### src/rtl/core/assert_macros.svh
// Assertion macros of the slew limiter RTL, used by sscl_engine.
// Each macro expects signals named clk and arst_n in the scope where it is used.
`ifndef ASSERT_MACROS_SVH
`define ASSERT_MACROS_SVH

// The property must hold at every clock edge outside reset.
`define SSCL_ASSERT(lbl, prop) \
	lbl: assert property (@(posedge clk) disable iff (!arst_n) (prop)) \
	else $error("%m: check failed");

// The condition must never be true at a clock edge outside reset.
`define SSCL_NEVER(lbl, cond) \
	lbl: assert property (@(posedge clk) disable iff (!arst_n) !(cond)) \
	else $error("%m: forbidden condition seen");

`endif

### src/rtl/core/sscl_pkg.sv
// Shared constants, types and helper functions of the servo slew limiter.
// Used by sscl_engine and multichannel_servo_slew_limiter; depends on nothing.
`default_nettype none

package sscl_pkg;

	localparam int CHANNELS    = 16;
	localparam int MAX_RESULTS = 16;
	localparam int EMIT_N      = (CHANNELS < MAX_RESULTS) ? CHANNELS : MAX_RESULTS;
	localparam int IDX_W       = (CHANNELS > 1) ? $clog2(CHANNELS) : 1;

	localparam int POS_W  = 12;
	localparam int CH_W   = 4;
	localparam int FUNC_W = 2;

	localparam int IN_TDATA_W  = 16;
	localparam int OUT_TDATA_W = 24;
	localparam int CFG_IDX_W   = 2;

	localparam logic [POS_W-1:0] RESET_MIN  = 12'd205;
	localparam logic [POS_W-1:0] RESET_MAX  = 12'd410;
	localparam logic [POS_W-1:0] RESET_STEP = 12'd6;

	localparam logic [CFG_IDX_W-1:0] CFG_MIN_POS  = 2'd0;
	localparam logic [CFG_IDX_W-1:0] CFG_MAX_POS  = 2'd1;
	localparam logic [CFG_IDX_W-1:0] CFG_MAX_STEP = 2'd2;

	typedef enum logic [FUNC_W-1:0] {
		FN_SET_ONE = 2'd0,
		FN_SET_ALL = 2'd1,
		FN_TICK    = 2'd2,
		FN_QUERY   = 2'd3
	} func_t;

	typedef struct packed {
		func_t              func;
		logic [CH_W-1:0]    channel;
		logic [POS_W-1:0]   value;
	} cmd_t;

	typedef struct packed {
		logic [CH_W-1:0]    out_channel;
		logic [POS_W-1:0]   position;
		logic               moved;
		logic               all_at_target;
		logic               last;
	} res_t;

	// If the bounds cross, values under lo get lo and all others get hi.
	function automatic logic [POS_W-1:0] clamp_pos(
		input logic [POS_W-1:0] v,
		input logic [POS_W-1:0] lo,
		input logic [POS_W-1:0] hi
	);
		logic [POS_W-1:0] r;
		if (v < lo) begin
			r = lo;
		end else if (v > hi) begin
			r = hi;
		end else begin
			r = v;
		end
		return r;
	endfunction

	// Moves cur toward tgt by at most step; the result never leaves [0, 4095].
	function automatic logic [POS_W-1:0] step_toward(
		input logic [POS_W-1:0] cur,
		input logic [POS_W-1:0] tgt,
		input logic [POS_W-1:0] step
	);
		logic [POS_W-1:0] up;
		logic [POS_W-1:0] dn;
		logic [POS_W-1:0] r;
		up = tgt - cur;
		dn = cur - tgt;
		if (tgt > cur) begin
			r = (up > step) ? cur + step : tgt;
		end else if (cur > tgt) begin
			r = (dn > step) ? cur - step : tgt;
		end else begin
			r = cur;
		end
		return r;
	endfunction

endpackage

`default_nettype wire

### src/rtl/core/sscl_ram.sv
// Generic single-write, single-read synchronous RAM with a registered read port.
// Stands alone; used by sscl_engine for the target and current position stores.
`default_nettype none

module sscl_ram #(
	parameter int WIDTH = 12,
	parameter int DEPTH = 16,
	parameter int AW    = (DEPTH > 1) ? $clog2(DEPTH) : 1
) (
	input  wire logic             clk,
	input  wire logic             we,
	input  wire logic [AW-1:0]    waddr,
	input  wire logic [WIDTH-1:0] wdata,
	input  wire logic             re,
	input  wire logic [AW-1:0]    raddr,
	output logic      [WIDTH-1:0] rdata
);

	logic [WIDTH-1:0] mem [DEPTH];

	always_ff @(posedge clk) begin
		if (we) begin
			mem[waddr] <= wdata;
		end
		if (re) begin
			rdata <= mem[raddr];
		end
	end

endmodule

`default_nettype wire

### src/rtl/core/sscl_engine.sv
// Command sequencer of the slew limiter: walks the position stores, applies the step
// limit and produces result words. Depends on sscl_pkg, sscl_ram and assert_macros.svh.
`default_nettype none
`include "assert_macros.svh"

module sscl_engine (
	input  wire logic                       clk,
	input  wire logic                       arst_n,
	input  wire logic                       cmd_valid,
	input  wire sscl_pkg::cmd_t             cmd,
	output logic                            idle,
	input  wire logic [sscl_pkg::POS_W-1:0] max_step,
	output logic                            res_valid,
	output sscl_pkg::res_t                  res,
	input  wire logic                       res_ready
);

	typedef enum logic [9:0] {
		ST_IDLE     = 10'b00_0000_0001,
		ST_ONE_RD   = 10'b00_0000_0010,
		ST_ONE_WR   = 10'b00_0000_0100,
		ST_QRY_RD   = 10'b00_0000_1000,
		ST_QRY_OUT  = 10'b00_0001_0000,
		ST_WALK     = 10'b00_0010_0000,
		ST_WALK_END = 10'b00_0100_0000,
		ST_ALL_OUT  = 10'b00_1000_0000,
		ST_EMIT_RD  = 10'b01_0000_0000,
		ST_EMIT_OUT = 10'b10_0000_0000
	} state_t;

	localparam logic [sscl_pkg::IDX_W-1:0] LAST_IDX  =
		sscl_pkg::IDX_W'(sscl_pkg::CHANNELS - 1);
	localparam logic [sscl_pkg::IDX_W-1:0] EMIT_LAST =
		sscl_pkg::IDX_W'(sscl_pkg::EMIT_N - 1);

	state_t                            state_q;
	state_t                            state_nx;
	sscl_pkg::func_t                   func_q;
	logic [sscl_pkg::CH_W-1:0]         ch_q;
	logic [sscl_pkg::POS_W-1:0]        val_q;
	logic [sscl_pkg::IDX_W-1:0]        idx_q;
	logic [sscl_pkg::IDX_W-1:0]        ra_q;
	logic                              walk_s1;
	logic [sscl_pkg::IDX_W-1:0]        widx_s1;
	logic [sscl_pkg::CHANNELS-1:0]     tgt_vld_q;
	logic [sscl_pkg::CHANNELS-1:0]     cur_vld_q;
	logic [sscl_pkg::CHANNELS-1:0]     differ_q;
	logic [sscl_pkg::CHANNELS-1:0]     differ_nx;
	logic [sscl_pkg::CHANNELS-1:0]     moved_q;

	logic                              in_rng;
	logic [sscl_pkg::IDX_W-1:0]        ch_idx;
	logic                              rd_en;
	logic [sscl_pkg::IDX_W-1:0]        rd_addr;
	logic [sscl_pkg::POS_W-1:0]        tgt_ram;
	logic [sscl_pkg::POS_W-1:0]        cur_ram;
	logic [sscl_pkg::POS_W-1:0]        tgt_rd;
	logic [sscl_pkg::POS_W-1:0]        cur_rd;
	logic [sscl_pkg::POS_W-1:0]        new_pos;
	logic                              tgt_we;
	logic [sscl_pkg::IDX_W-1:0]        tgt_wa;
	logic                              cur_we;
	logic                              res_take;
	logic                              walk_tick;
	logic                              walk_all;

	assign in_rng    = 32'(ch_q) < 32'(sscl_pkg::CHANNELS);
	assign ch_idx    = sscl_pkg::IDX_W'(ch_q);
	assign idle      = (state_q == ST_IDLE);
	assign res_take  = res_valid && res_ready;
	assign walk_tick = walk_s1 && (func_q == sscl_pkg::FN_TICK);
	assign walk_all  = walk_s1 && (func_q == sscl_pkg::FN_SET_ALL);

	// Entries never written since reset read as the reset position.
	assign tgt_rd  = tgt_vld_q[ra_q] ? tgt_ram : sscl_pkg::RESET_MIN;
	assign cur_rd  = cur_vld_q[ra_q] ? cur_ram : sscl_pkg::RESET_MIN;
	assign new_pos = sscl_pkg::step_toward(cur_rd, tgt_rd, max_step);

	always_comb begin
		rd_en   = 1'b0;
		rd_addr = idx_q;
		unique case (state_q)
			ST_WALK, ST_EMIT_RD: begin
				rd_en = 1'b1;
			end
			ST_ONE_RD, ST_QRY_RD: begin
				rd_en   = 1'b1;
				rd_addr = ch_idx;
			end
			default: begin
				rd_en = 1'b0;
			end
		endcase
	end

	always_comb begin
		tgt_we = 1'b0;
		tgt_wa = widx_s1;
		if (walk_all) begin
			tgt_we = 1'b1;
		end else if ((state_q == ST_ONE_WR) && res_take && in_rng) begin
			tgt_we = 1'b1;
			tgt_wa = ch_idx;
		end
	end

	assign cur_we = walk_tick;

	always_comb begin
		differ_nx = differ_q;
		if (walk_all) begin
			differ_nx[widx_s1] = (cur_rd != val_q);
		end else if (walk_tick) begin
			differ_nx[widx_s1] = (new_pos != tgt_rd);
		end else if ((state_q == ST_ONE_WR) && in_rng) begin
			differ_nx[ch_idx] = (cur_rd != val_q);
		end
	end

	sscl_ram #(.WIDTH(sscl_pkg::POS_W), .DEPTH(sscl_pkg::CHANNELS)) u_tgt_ram (
		.clk   (clk),
		.we    (tgt_we),
		.waddr (tgt_wa),
		.wdata (val_q),
		.re    (rd_en),
		.raddr (rd_addr),
		.rdata (tgt_ram)
	);

	sscl_ram #(.WIDTH(sscl_pkg::POS_W), .DEPTH(sscl_pkg::CHANNELS)) u_cur_ram (
		.clk   (clk),
		.we    (cur_we),
		.waddr (widx_s1),
		.wdata (new_pos),
		.re    (rd_en),
		.raddr (rd_addr),
		.rdata (cur_ram)
	);

	always_comb begin
		res_valid         = 1'b0;
		res.out_channel   = ch_q;
		res.position      = val_q;
		res.moved         = 1'b0;
		res.all_at_target = ~|differ_nx;
		res.last          = 1'b1;
		unique case (state_q)
			ST_ONE_WR: begin
				res_valid = 1'b1;
			end
			ST_QRY_OUT: begin
				res_valid    = 1'b1;
				res.position = in_rng ? cur_rd : '0;
			end
			ST_ALL_OUT: begin
				res_valid       = 1'b1;
				res.out_channel = '0;
			end
			ST_EMIT_OUT: begin
				res_valid       = 1'b1;
				res.out_channel = sscl_pkg::CH_W'(idx_q);
				res.position    = cur_rd;
				res.moved       = moved_q[idx_q];
				res.last        = (idx_q == EMIT_LAST);
			end
			default: begin
				res_valid = 1'b0;
			end
		endcase
	end

	always_comb begin
		state_nx = state_q;
		unique case (state_q)
			ST_IDLE: begin
				if (cmd_valid) begin
					unique case (cmd.func)
						sscl_pkg::FN_SET_ONE: state_nx = ST_ONE_RD;
						sscl_pkg::FN_QUERY:   state_nx = ST_QRY_RD;
						default:              state_nx = ST_WALK;
					endcase
				end
			end
			ST_ONE_RD:   state_nx = ST_ONE_WR;
			ST_QRY_RD:   state_nx = ST_QRY_OUT;
			ST_WALK: begin
				if (idx_q == LAST_IDX) begin
					state_nx = ST_WALK_END;
				end
			end
			ST_WALK_END: begin
				state_nx = (func_q == sscl_pkg::FN_SET_ALL) ? ST_ALL_OUT : ST_EMIT_RD;
			end
			ST_EMIT_RD:  state_nx = ST_EMIT_OUT;
			ST_EMIT_OUT: begin
				if (res_take) begin
					state_nx = res.last ? ST_IDLE : ST_EMIT_RD;
				end
			end
			ST_ONE_WR, ST_QRY_OUT, ST_ALL_OUT: begin
				if (res_take) begin
					state_nx = ST_IDLE;
				end
			end
			default: state_nx = ST_IDLE;
		endcase
	end

	always_ff @(posedge clk or negedge arst_n) begin
		if (!arst_n) begin
			state_q   <= ST_IDLE;
			walk_s1   <= 1'b0;
			tgt_vld_q <= '0;
			cur_vld_q <= '0;
			differ_q  <= '0;
			idx_q     <= '0;
		end else begin
			state_q  <= state_nx;
			walk_s1  <= (state_q == ST_WALK);
			differ_q <= differ_nx;
			if (tgt_we) begin
				tgt_vld_q[tgt_wa] <= 1'b1;
			end
			if (cur_we) begin
				cur_vld_q[widx_s1] <= 1'b1;
			end
			if (idle || (state_q == ST_WALK_END)) begin
				idx_q <= '0;
			end else if ((state_q == ST_WALK) && (idx_q != LAST_IDX)) begin
				idx_q <= idx_q + 1'b1;
			end else if ((state_q == ST_EMIT_OUT) && res_take && !res.last) begin
				idx_q <= idx_q + 1'b1;
			end
		end
	end

	always_ff @(posedge clk) begin
		widx_s1 <= idx_q;
		if (rd_en) begin
			ra_q <= rd_addr;
		end
		if (walk_tick) begin
			moved_q[widx_s1] <= (new_pos != cur_rd);
		end
		if (idle && cmd_valid) begin
			func_q <= cmd.func;
			ch_q   <= cmd.channel;
			val_q  <= cmd.value;
		end
	end

	// The write stage only ever follows a read issued by the walk.
	`SSCL_ASSERT(a_s1_from_walk, walk_s1 |-> $past(state_q == ST_WALK))
	// Nothing of a walk is still in flight once the engine reports idle.
	`SSCL_ASSERT(a_idle_drained, idle |-> !walk_s1)
	// The final result of a tick returns the engine to idle.
	`SSCL_ASSERT(a_emit_ends, (state_q == ST_EMIT_OUT && res_take && res.last) |=> idle)
	// A position entry is never read in the cycle it is rewritten.
	`SSCL_NEVER(a_cur_rw_clash, cur_we && rd_en && (widx_s1 == rd_addr))
	`SSCL_NEVER(a_tgt_rw_clash, tgt_we && rd_en && (tgt_wa == rd_addr))

endmodule

`default_nettype wire

### src/rtl/core/multichannel_servo_slew_limiter.sv
// Top level of the multichannel servo slew limiter: configuration registers,
// input clamp and output register. Depends on sscl_pkg and sscl_engine.
`default_nettype none

// Usage
// Commands enter on the s_axis channel: tuser carries the command kind (set one
// target, set all targets, tick, query), tdata the channel and the requested width.
// Results leave on the m_axis channel, one word per result; tlast marks the final
// word of a command. Set and query commands give one word, a tick gives one word
// per channel in channel order (at most sixteen).
// The configuration channel writes min_position, max_position and max_step by
// index; it is always ready and must only be used while no command is in flight.
// Sequencing: the block handles one command at a time. Set-one and query read the
// position memories once and then give their word; set-all makes one walk over the
// memories that writes every target; a tick makes one walk that applies the step,
// then one memory read per reported word. Results are held in an output register,
// so a new command is taken while the last word still waits.
// When the receiver stalls the sequencer waits with the pending word and resumes
// when the output register frees up. Reset restores the configuration defaults and
// makes every target and current position read as the reset minimum at once.

module multichannel_servo_slew_limiter (
	input  wire logic                                  clk,
	input  wire logic                                  arst_n,
	input  wire logic                                  s_axis_tvalid,
	output logic                                       s_axis_tready,
	// [3:0] channel, [15:4] ticks
	input  wire logic [sscl_pkg::IN_TDATA_W-1:0]       s_axis_tdata,
	// [1:0] func
	input  wire logic [sscl_pkg::FUNC_W-1:0]           s_axis_tuser,
	output logic                                       m_axis_tvalid,
	input  wire logic                                  m_axis_tready,
	// [3:0] out_channel, [15:4] position, [16] moved, [17] all_at_target,
	// [23:18] zero
	output logic [sscl_pkg::OUT_TDATA_W-1:0]           m_axis_tdata,
	output logic                                       m_axis_tlast,
	input  wire logic                                  cfg_valid,
	output logic                                       cfg_ready,
	input  wire logic [sscl_pkg::CFG_IDX_W-1:0]        cfg_index,
	input  wire logic [sscl_pkg::POS_W-1:0]            cfg_data
);

	logic [sscl_pkg::POS_W-1:0] min_q;
	logic [sscl_pkg::POS_W-1:0] max_q;
	logic [sscl_pkg::POS_W-1:0] step_q;
	sscl_pkg::cmd_t             cmd;
	logic                       eng_idle;
	logic                       res_valid;
	sscl_pkg::res_t             res;
	logic                       slot_free;
	logic                       out_vld_q;
	sscl_pkg::res_t             out_q;

	assign cfg_ready = 1'b1;

	always_ff @(posedge clk or negedge arst_n) begin
		if (!arst_n) begin
			min_q  <= sscl_pkg::RESET_MIN;
			max_q  <= sscl_pkg::RESET_MAX;
			step_q <= sscl_pkg::RESET_STEP;
		end else if (cfg_valid) begin
			unique case (cfg_index)
				sscl_pkg::CFG_MIN_POS:  min_q  <= cfg_data;
				sscl_pkg::CFG_MAX_POS:  max_q  <= cfg_data;
				sscl_pkg::CFG_MAX_STEP: step_q <= cfg_data;
				default: ;
			endcase
		end
	end

	// The requested width is clamped on entry, so the engine only sees legal targets.
	assign cmd.func    = sscl_pkg::func_t'(s_axis_tuser);
	assign cmd.channel = s_axis_tdata[sscl_pkg::CH_W-1:0];
	assign cmd.value   = sscl_pkg::clamp_pos(
		s_axis_tdata[sscl_pkg::CH_W +: sscl_pkg::POS_W], min_q, max_q);

	assign s_axis_tready = eng_idle;

	sscl_engine u_engine (
		.clk       (clk),
		.arst_n    (arst_n),
		.cmd_valid (s_axis_tvalid),
		.cmd       (cmd),
		.idle      (eng_idle),
		.max_step  (step_q),
		.res_valid (res_valid),
		.res       (res),
		.res_ready (slot_free)
	);

	// Single output register: it accepts a new word whenever it is empty or being drained.
	assign slot_free = !out_vld_q || m_axis_tready;

	always_ff @(posedge clk or negedge arst_n) begin
		if (!arst_n) begin
			out_vld_q <= 1'b0;
		end else if (slot_free) begin
			out_vld_q <= res_valid;
		end
	end

	always_ff @(posedge clk) begin
		if (slot_free && res_valid) begin
			out_q <= res;
		end
	end

	assign m_axis_tvalid = out_vld_q;
	assign m_axis_tlast  = out_q.last;
	assign m_axis_tdata  = {
		6'd0, out_q.all_at_target, out_q.moved, out_q.position, out_q.out_channel
	};

endmodule

`default_nettype wire

### config.mk
export PLATFORM = sky130hd
export DESIGN_NAME = multichannel_servo_slew_limiter
export DESIGN_NICKNAME = d
export VERILOG_FILES = /design/src/rtl/core/sscl_pkg.sv /design/src/rtl/core/sscl_ram.sv /design/src/rtl/core/sscl_engine.sv /design/src/rtl/core/multichannel_servo_slew_limiter.sv
export VERILOG_INCLUDE_DIRS = /design/src /design/src/rtl/core
export SDC_FILE = /design/constraint.sdc
export NUM_CORES = 1
export LEC_CHECK = 0
export ABC_AREA = 1
export BUFFER_PORTS_ARGS = -buffer_cell sky130_fd_sc_hd__buf_2
export CAP_MARGIN = 20
export CELL_PAD_IN_SITES_DETAIL_PLACEMENT = 1
export CELL_PAD_IN_SITES_GLOBAL_PLACEMENT = 2
export CORE_MARGIN = 5
export CORE_UTILIZATION = 41
export DETAILED_ROUTE_END_ITERATION = 8
export PLACE_DENSITY_LB_ADDON = 0.08
export REMOVE_ABC_BUFFERS = 1
export SLEW_MARGIN = 20
export SYNTH_ARGS = -nofsm -noshare
export SYNTH_HDL_FRONTEND = slang
export SYNTH_SLANG_ARGS = --single-unit
### constraint.sdc
create_clock -name clk -period 7.18 [get_ports clk]
set_input_delay 1.077 -clock clk [delete_from_list [all_inputs] [get_ports clk]]
set_output_delay 1.077 -clock clk [all_outputs]
set_load 0.005 [all_outputs]
## After elaboration in Yosys (flattened, before gate mapping)

Memories as Yosys holds them, arrays and structs flattened. A register that Yosys moved wholly into a read port is not among the register bits.
Index checks and enable logic that the tools add are counted.

- Register bits: 161
- RAM bits: 384
- Bits of input ports: 37
- Output and inout port bits: 28
- Logic and storage cells: 149
- Memories: 2

Memory list:

| memory | depth | width | read ports | clocked after memory_dff | write ports | RTL line | RTL |
|---|---|---|---|---|---|---|---|
| u_engine.u_cur_ram.mem | 16 | 12 | 1 | 1 | 1 | sscl_ram.sv:19 | `logic [WIDTH-1:0] mem [DEPTH];` |
| u_engine.u_tgt_ram.mem | 16 | 12 | 1 | 1 | 1 | sscl_ram.sv:19 |  |

- Add/subtract/negate cells: 5
- Magnitude comparators: 14
- Eq/ne operators: 24
- Muxes and demuxes: 52
- Bitwise gates (word level): 2
- Reduce and logical (&&, ||, !) cells: 29

Operators by type and width:

| operator | number |
|---|---|
| two-way mux 12 bit | 9 |
| case mux 10 bit (8 select lines) | 1 |
| bitwise mux 16 bit | 4 |
| greater-than comparator 12 bit | 5 |
| two-way mux 16 bit | 3 |
| two-way mux 10 bit | 4 |
| inequality test 12 bit | 3 |
| subtractor 12 bit | 3 |
| bitwise OR 16 bit | 2 |
| < comparator 4 x 5 -> 1 bit, second input constant | 5 |
| two-way mux 4 bit | 6 |
| two-way mux 9 bit | 2 |
| OR reduction 16 bit | 1 |
| two-way mux 1 bit | 15 |
| adder 12 bit | 1 |
| binary-select mux 1 bit (select 4 bit) | 3 |
| demux 1 bit (select 4 bit) | 3 |
| >= comparator 4 x 1 -> 1 bit, second input constant | 3 |
| < comparator 12 bit | 1 |
| case mux 6 bit (2 select lines) | 1 |
| logical AND 1 bit | 11 |
| equality test 10 x 1 -> 1 bit, second input constant | 1 |
| equality test 10 bit, second input constant | 1 |
| equality test 10 x 2 -> 1 bit, second input constant | 1 |
| other kinds (24) | 37 |

## Longest topological paths before layout

- Word-level depth: 14
- Depth in mapped cells: 45
- Mapped depth without buffers: 43

## Modules after synthesis

Synthesis repeated with hierarchy kept, for this count alone.

- Cells, all modules: 3403
- Area total of the unflattened synthesis: 30015.0 um^2

By module, submodules not included:

| module | instances | cells each | area each (um^2) | seq. area each (um^2) |
|---|---|---|---|---|
| sscl_engine | 1 | 1431 | 9585.4 | 2798.9 |
| sscl_ram at u_engine.u_tgt_ram | 1 | 815 | 8684.6 | 6125.9 |
| sscl_ram at u_engine.u_cur_ram | 1 | 815 | 8683.3 | 6125.9 |
| multichannel_servo_slew_limiter | 1 | 342 | 3061.7 | 1511.4 |

## Least setup slack after synthesis

OpenSTA, ideal clock, no wires.

- Path type: flip-flop to flip-flop
- Start point: register u_engine.ra_q[0] (netlist bit)
- End point: register u_engine.moved_q[0] (netlist bit) (data pin)
- Library setup time: 0.379 ns
- Data arrival time: 5.487 ns
- Required time: 6.801 ns
- Path slack: 1.313 ns
- Cell stages (with the launch flop): 35
- Buffers on the path: 3
- Clock period less this slack: 5.867 ns
- Path through: edfxtp_1 > buf_6 > a21oi_1 > o21ai_0 > nand3_1 > nand3_1 > nand2_2 > inv_1 > or2_2 > ha_1 > clkbuf_1 > a21oi_1 > o21ai_0 > a21oi_1 > o21ai_0 > a221oi_1 > xnor2_1 > ha_1 > nand2_1 > nor2_1 > a211oi_1 > o211ai_1 > o21ai_1 > clkinv_1 > buf_2 > o21ai_0 > inv_1 > nand2_1 > o21ai_1 > nand2_1 > nand2_1 > inv_1 > o21ai_0 > nor4_1 > nand4_1

- Longest elaborated chain between the ends: 10
- Elaborated cells between the ends (all ways): 20
- Those cells by class: add/sub: 4; order compare: 4; eq/ne: 1; mux: 11

RTL lines:

| item | RTL line | RTL |
|---|---|---|
| start: declaration | sscl_engine.sv:42 | `logic [sscl_pkg::IDX_W-1:0] ra_q;` |
| start signal: assignment | sscl_engine.sv:240 | `ra_q <= rd_addr;` |
| binary-select mux 1 bit (select 4 bit) (on tied branches) | sscl_engine.sv:76, sscl_engine.sv:75 |  |
| two-way mux 1 bit (on tied branches) | sscl_engine.sv:76, sscl_engine.sv:75 |  |
| two-way mux 12 bit (on tied branches) | sscl_engine.sv:76, sscl_engine.sv:75 |  |
| subtractor 12 bit | sscl_pkg.sv:76 | `dn = cur - tgt;` |
| greater-than comparator 12 bit | sscl_pkg.sv:80 | `r = (dn > step) ? cur - step : tgt;` |
| two-way mux 12 bit | sscl_pkg.sv:80 |  |
| two-way mux 12 bit | sscl_pkg.sv:79 | `end else if (cur > tgt) begin` |
| two-way mux 12 bit * | sscl_pkg.sv:77 | `if (tgt > cur) begin` |
| net u_engine.new_pos, one bit | sscl_engine.sv:59 | `logic [sscl_pkg::POS_W-1:0] new_pos;` |
| inequality test 12 bit * | sscl_engine.sv:243 | `moved_q[widx_s1] <= (new_pos != cur_rd);` |
| bitwise mux 16 bit * | sscl_engine.sv:243 |  |
| end signal: indexed assignment | sscl_engine.sv:243 |  |
| end: declaration | sscl_engine.sv:49 | `logic [sscl_pkg::CHANNELS-1:0] moved_q;` |

Mark *: on every way through the listed nets, which the timed path passes. The rest lies on a longest branch. The select of a mux whose other input is x is not followed.
A chain may end at the register's enable or synchronous reset.

## Final worst setup path

- Start point: register u_engine.ra_q[0] (netlist bit)
- End point: register u_engine.moved_q[14] (netlist bit) (data pin)

Same word-level chain as after synthesis.

==> impl_metrics.py <==
metrics = {
    "routing": {
        "totalWireLength_microns": 91660,
        "via_count": 21302,
        "ant_nets": 0,
        "wl_met2_microns": 43670,
        "drcViolationCount": 0,
        "drtIter0Drc": 1586,
        "wl_met3_microns": 3589,
        "viasPerCell": 5.643,
        "wl_per_cell_microns": 24.28,
        "firstDrtPassIters": 5,
        "wl_met1_microns": 42620,
        "topRoutingLayerUsed": "met4",
    },
    "clock_network": {
        "cts_root_buf": "clkbuf_16",
        "clk_path_buf_depth": 3,
        "cts_tree": "done",
        "insertion_delay_ps": 640,
        "cts_max_level": 2,
        "clkSinkCount": 569,
        "cts_buffers": 60,
        "path_clk_slew_ps": 60,
    },
    "critical_path": {
        "cpMostUsedCell": "nand3_1",
        "cp.depth": 33,
        "cpMaxStageDelayCell": "inv_1",
        "cp_data_required_time_ps": 7550,
        "critPathBufInv": 6,
        "start_kind": "flip-flop",
        "cp_slowest_stage_delay_ps": 540,
        "crit_fanout": 22,
        "cp-end-kind": "flip-flop",
        "crit_family": "simple AND/OR/NAND/NOR gates",
        "critPathArrivalTime_ps": 7030,
        "critical_path_class": "reg -> reg",
        "reg2reg_depth": 33,
    },
    "min_path": {
        "min_path_type": "reg -> reg",
        "whs_path_depth": 0,
    },
    "placement": {
        "dp.cells": 3658,
        "numPortBuffers": 57,
        "dpl.hpwl_microns": 62010,
        "gp_congestion": 0.9015,
        "placed_cell_area_sq_um": 29230,
    },
    "floorplanning": {
        "num_rows": 95,
        "dieArea_sq_um": 73190,
        "io_pins": 65,
        "die_h_microns": 270.5,
        "die_x_microns": 270.5,
        "core-area_sq_um": 67280,
        "start_util_pct": 41.37,
    },
    "global_route": {
        "antenna_found_initial": 1,
        "grt_pass1_vias": 22013,
        "grtUsageTotal_pct": 24.29,
        "overflow": 0,
        "grt_pass1_wl_microns": 137600,
        "grt_max_degree": 195,
    },
    "yosys": {
        "yosys_register_bits": 569,
        "synth_cell_type_count": 55,
        "ys_warn_count": 0,
        "synth_edf_count": 465,
        "netlist_instances": 2793,
        "ys.flop_type": "edfxtp_1",
        "postSynthAreaPerCell_sq_um": 9.964,
        "synth-seq-area-share_pct": 59.51,
        "syn_area_sq_um": 27830,
        "async_reset_ff_share_pct": 17.57,
    },
    "sta": {
        "finalSetupViolations": 0,
        "hold_viol": 0,
        "finalCriticalPeriod_ps": 6661,
        "maxSlewViolCount": 0,
        "clock_skew_ps": 31.44,
        "tightestPinTransition_ps": 1059,
        "finalCritPeriodShare_pct": 92.77,
        "fmax_mhz": 150.1,
        "slew_headroom_pct": 29.38,
    },
    "power_and_ir_drop": {
        "ir_drop_uv": 343.5,
        "power.density_nw_per_um2": 508.6,
        "power_uw": 15940,
        "leakage_uw": 0.01224,
    },
    "job": {
        "drv_cap": 0,
    },
    "layout": {
        "fin_area_sq_um": 31340,
        "nNetsFinal": 2983,
        "final_util_pct": 46.59,
        "drive_gt1_share_pct": 10.44,
        "area_delta_synth_final_pct": 12.62,
        "stdcell_count": 3775,
        "nFillCells": 7498,
        "num_antenna_cells": 0,
    },
    "status": {
        "status": "complete, no violations",
    },
}
[repair_timing]
item	4_1_cts	5_1_grt
hold buffers	0	0
hold endpoints to repair	0	0
endpoints found under the setup margin	0	33
setup buffers	0	3
resized for setup	0	8
[final timing paths]
| kind | slack, ps | endpoint | start |
|---|---|---|---|
| max reg2reg | 520 | u_engine.moved_q[14] | u_engine.ra_q[0] |
| max | 520 | u_engine.moved_q[14] | u_engine.ra_q[0] |
| min reg2reg | 390 | u_engine.widx_s1[3] | u_engine.idx_q[3] |
| min in group asynchronous | 430 | u_engine.differ_q[7] | arst_n |
| max in group asynchronous | 5360 | step_q[9] | arst_n |
| min | 390 | u_engine.widx_s1[3] | u_engine.idx_q[3] |
[synthesized netlist by cell type, drive strengths merged (3+ instances only)]
cell type,instances,area [sq um]
a211oi,18,135.1
o211ai,35,267.8
o221ai,74,648.1
o21ai,352,1762
edfxtp,465,13960
buf,19,145.1
inv,279,1050
a21boi,3,22.52
nor4,3,18.77
clkinv,3,11.26
nand2,434,1723
dfxtp,4,80.08
o22ai,33,206.5
or2,12,75.07
clkbuf,111,419.2
xor2,26,227.7
dfrtp,87,2177
nand4,14,87.58
xnor2,12,105.1
a21o,6,45.04
ha,95,1189
nand3,145,755.7
and3,10,62.56
o2111ai,4,35.03
nor2,394,1501
o21bai,3,22.52
a21oi,103,515.5
nor3,22,115.1
dfstp,13,341.6
[metal layers]
metal | track usage, % | vias to the layer above
li1 | - | 9836
met1 | 35.19 | 10921
met2 | 40.17 | 447
met3 | 2.375 | 98
met4 | 5.055 | 0
met5 | 0 | -
[cell type report]
type                            count  area (sq um)  area share (%)
Timing Repair Buffer              120         773.2           2.467
Tap cell                          873          1092           3.485
Clock buffer                       87          1754           5.597
Sequential cell                   569         16560           52.84
Inverter                          282          1064           3.393
Clock inverter                     27         315.3           1.006
Multi-Input combinational cell   1817          9781           31.21
[state kept, by name (all words and copies together) (netlist names), 16 cells and up]
signal	flops
m_axis_tdata	18
u_engine.cur_vld_q	16
u_engine.differ_q	16
u_engine.moved_q	16
u_engine.tgt_vld_q	16
u_engine.u_cur_ram.mem	192
u_engine.u_tgt_ram.mem	192
[metrics by stage]
step	setup slack [ps]	TNS (ps)	hold slack [ps]
2_1_floorplan	-5999	-144060	354.4
4_1_cts	76.50	0	393.5
5_1_grt	-9.337	-9.337	407.8
6_report	519.1	0	392.6
3_3_place_gp	396.7	0	365.8
3_5_place_dp	97.22	0	379.3
[cells by family after synthesis]
group | share of synthesized area, %
compound gates | 13.49
xor+xnor | 1.196
fa+ha+maj | 4.343
buf+inv | 5.840
flops | 59.51
other cells | 0.02699
simple gates | 15.59
[power breakdown]
group          switching [uW]  internal (uW)  total [uW]
sequential                273           4850        5130
combinational            5470           2130        7600
clock                    1330           1880        3210
total                    7070           8870       15900
[layout by cell type, fill, tap and decap left out, drive strengths merged, types with 13 or more instances in the layout]
cell	n
edfxtp	465
nand2	434
nor2	394
o21ai	352
inv	282
nand3	145
buf	120
a21oi	103
ha	95
dfrtp	87
clkbuf	87
o221ai	74
o211ai	35
o22ai	33
xor2	26
nor3	22
a211oi	18
clkinv	18
nand4	14
dfstp	13
(Power assumes the default switching activity.)
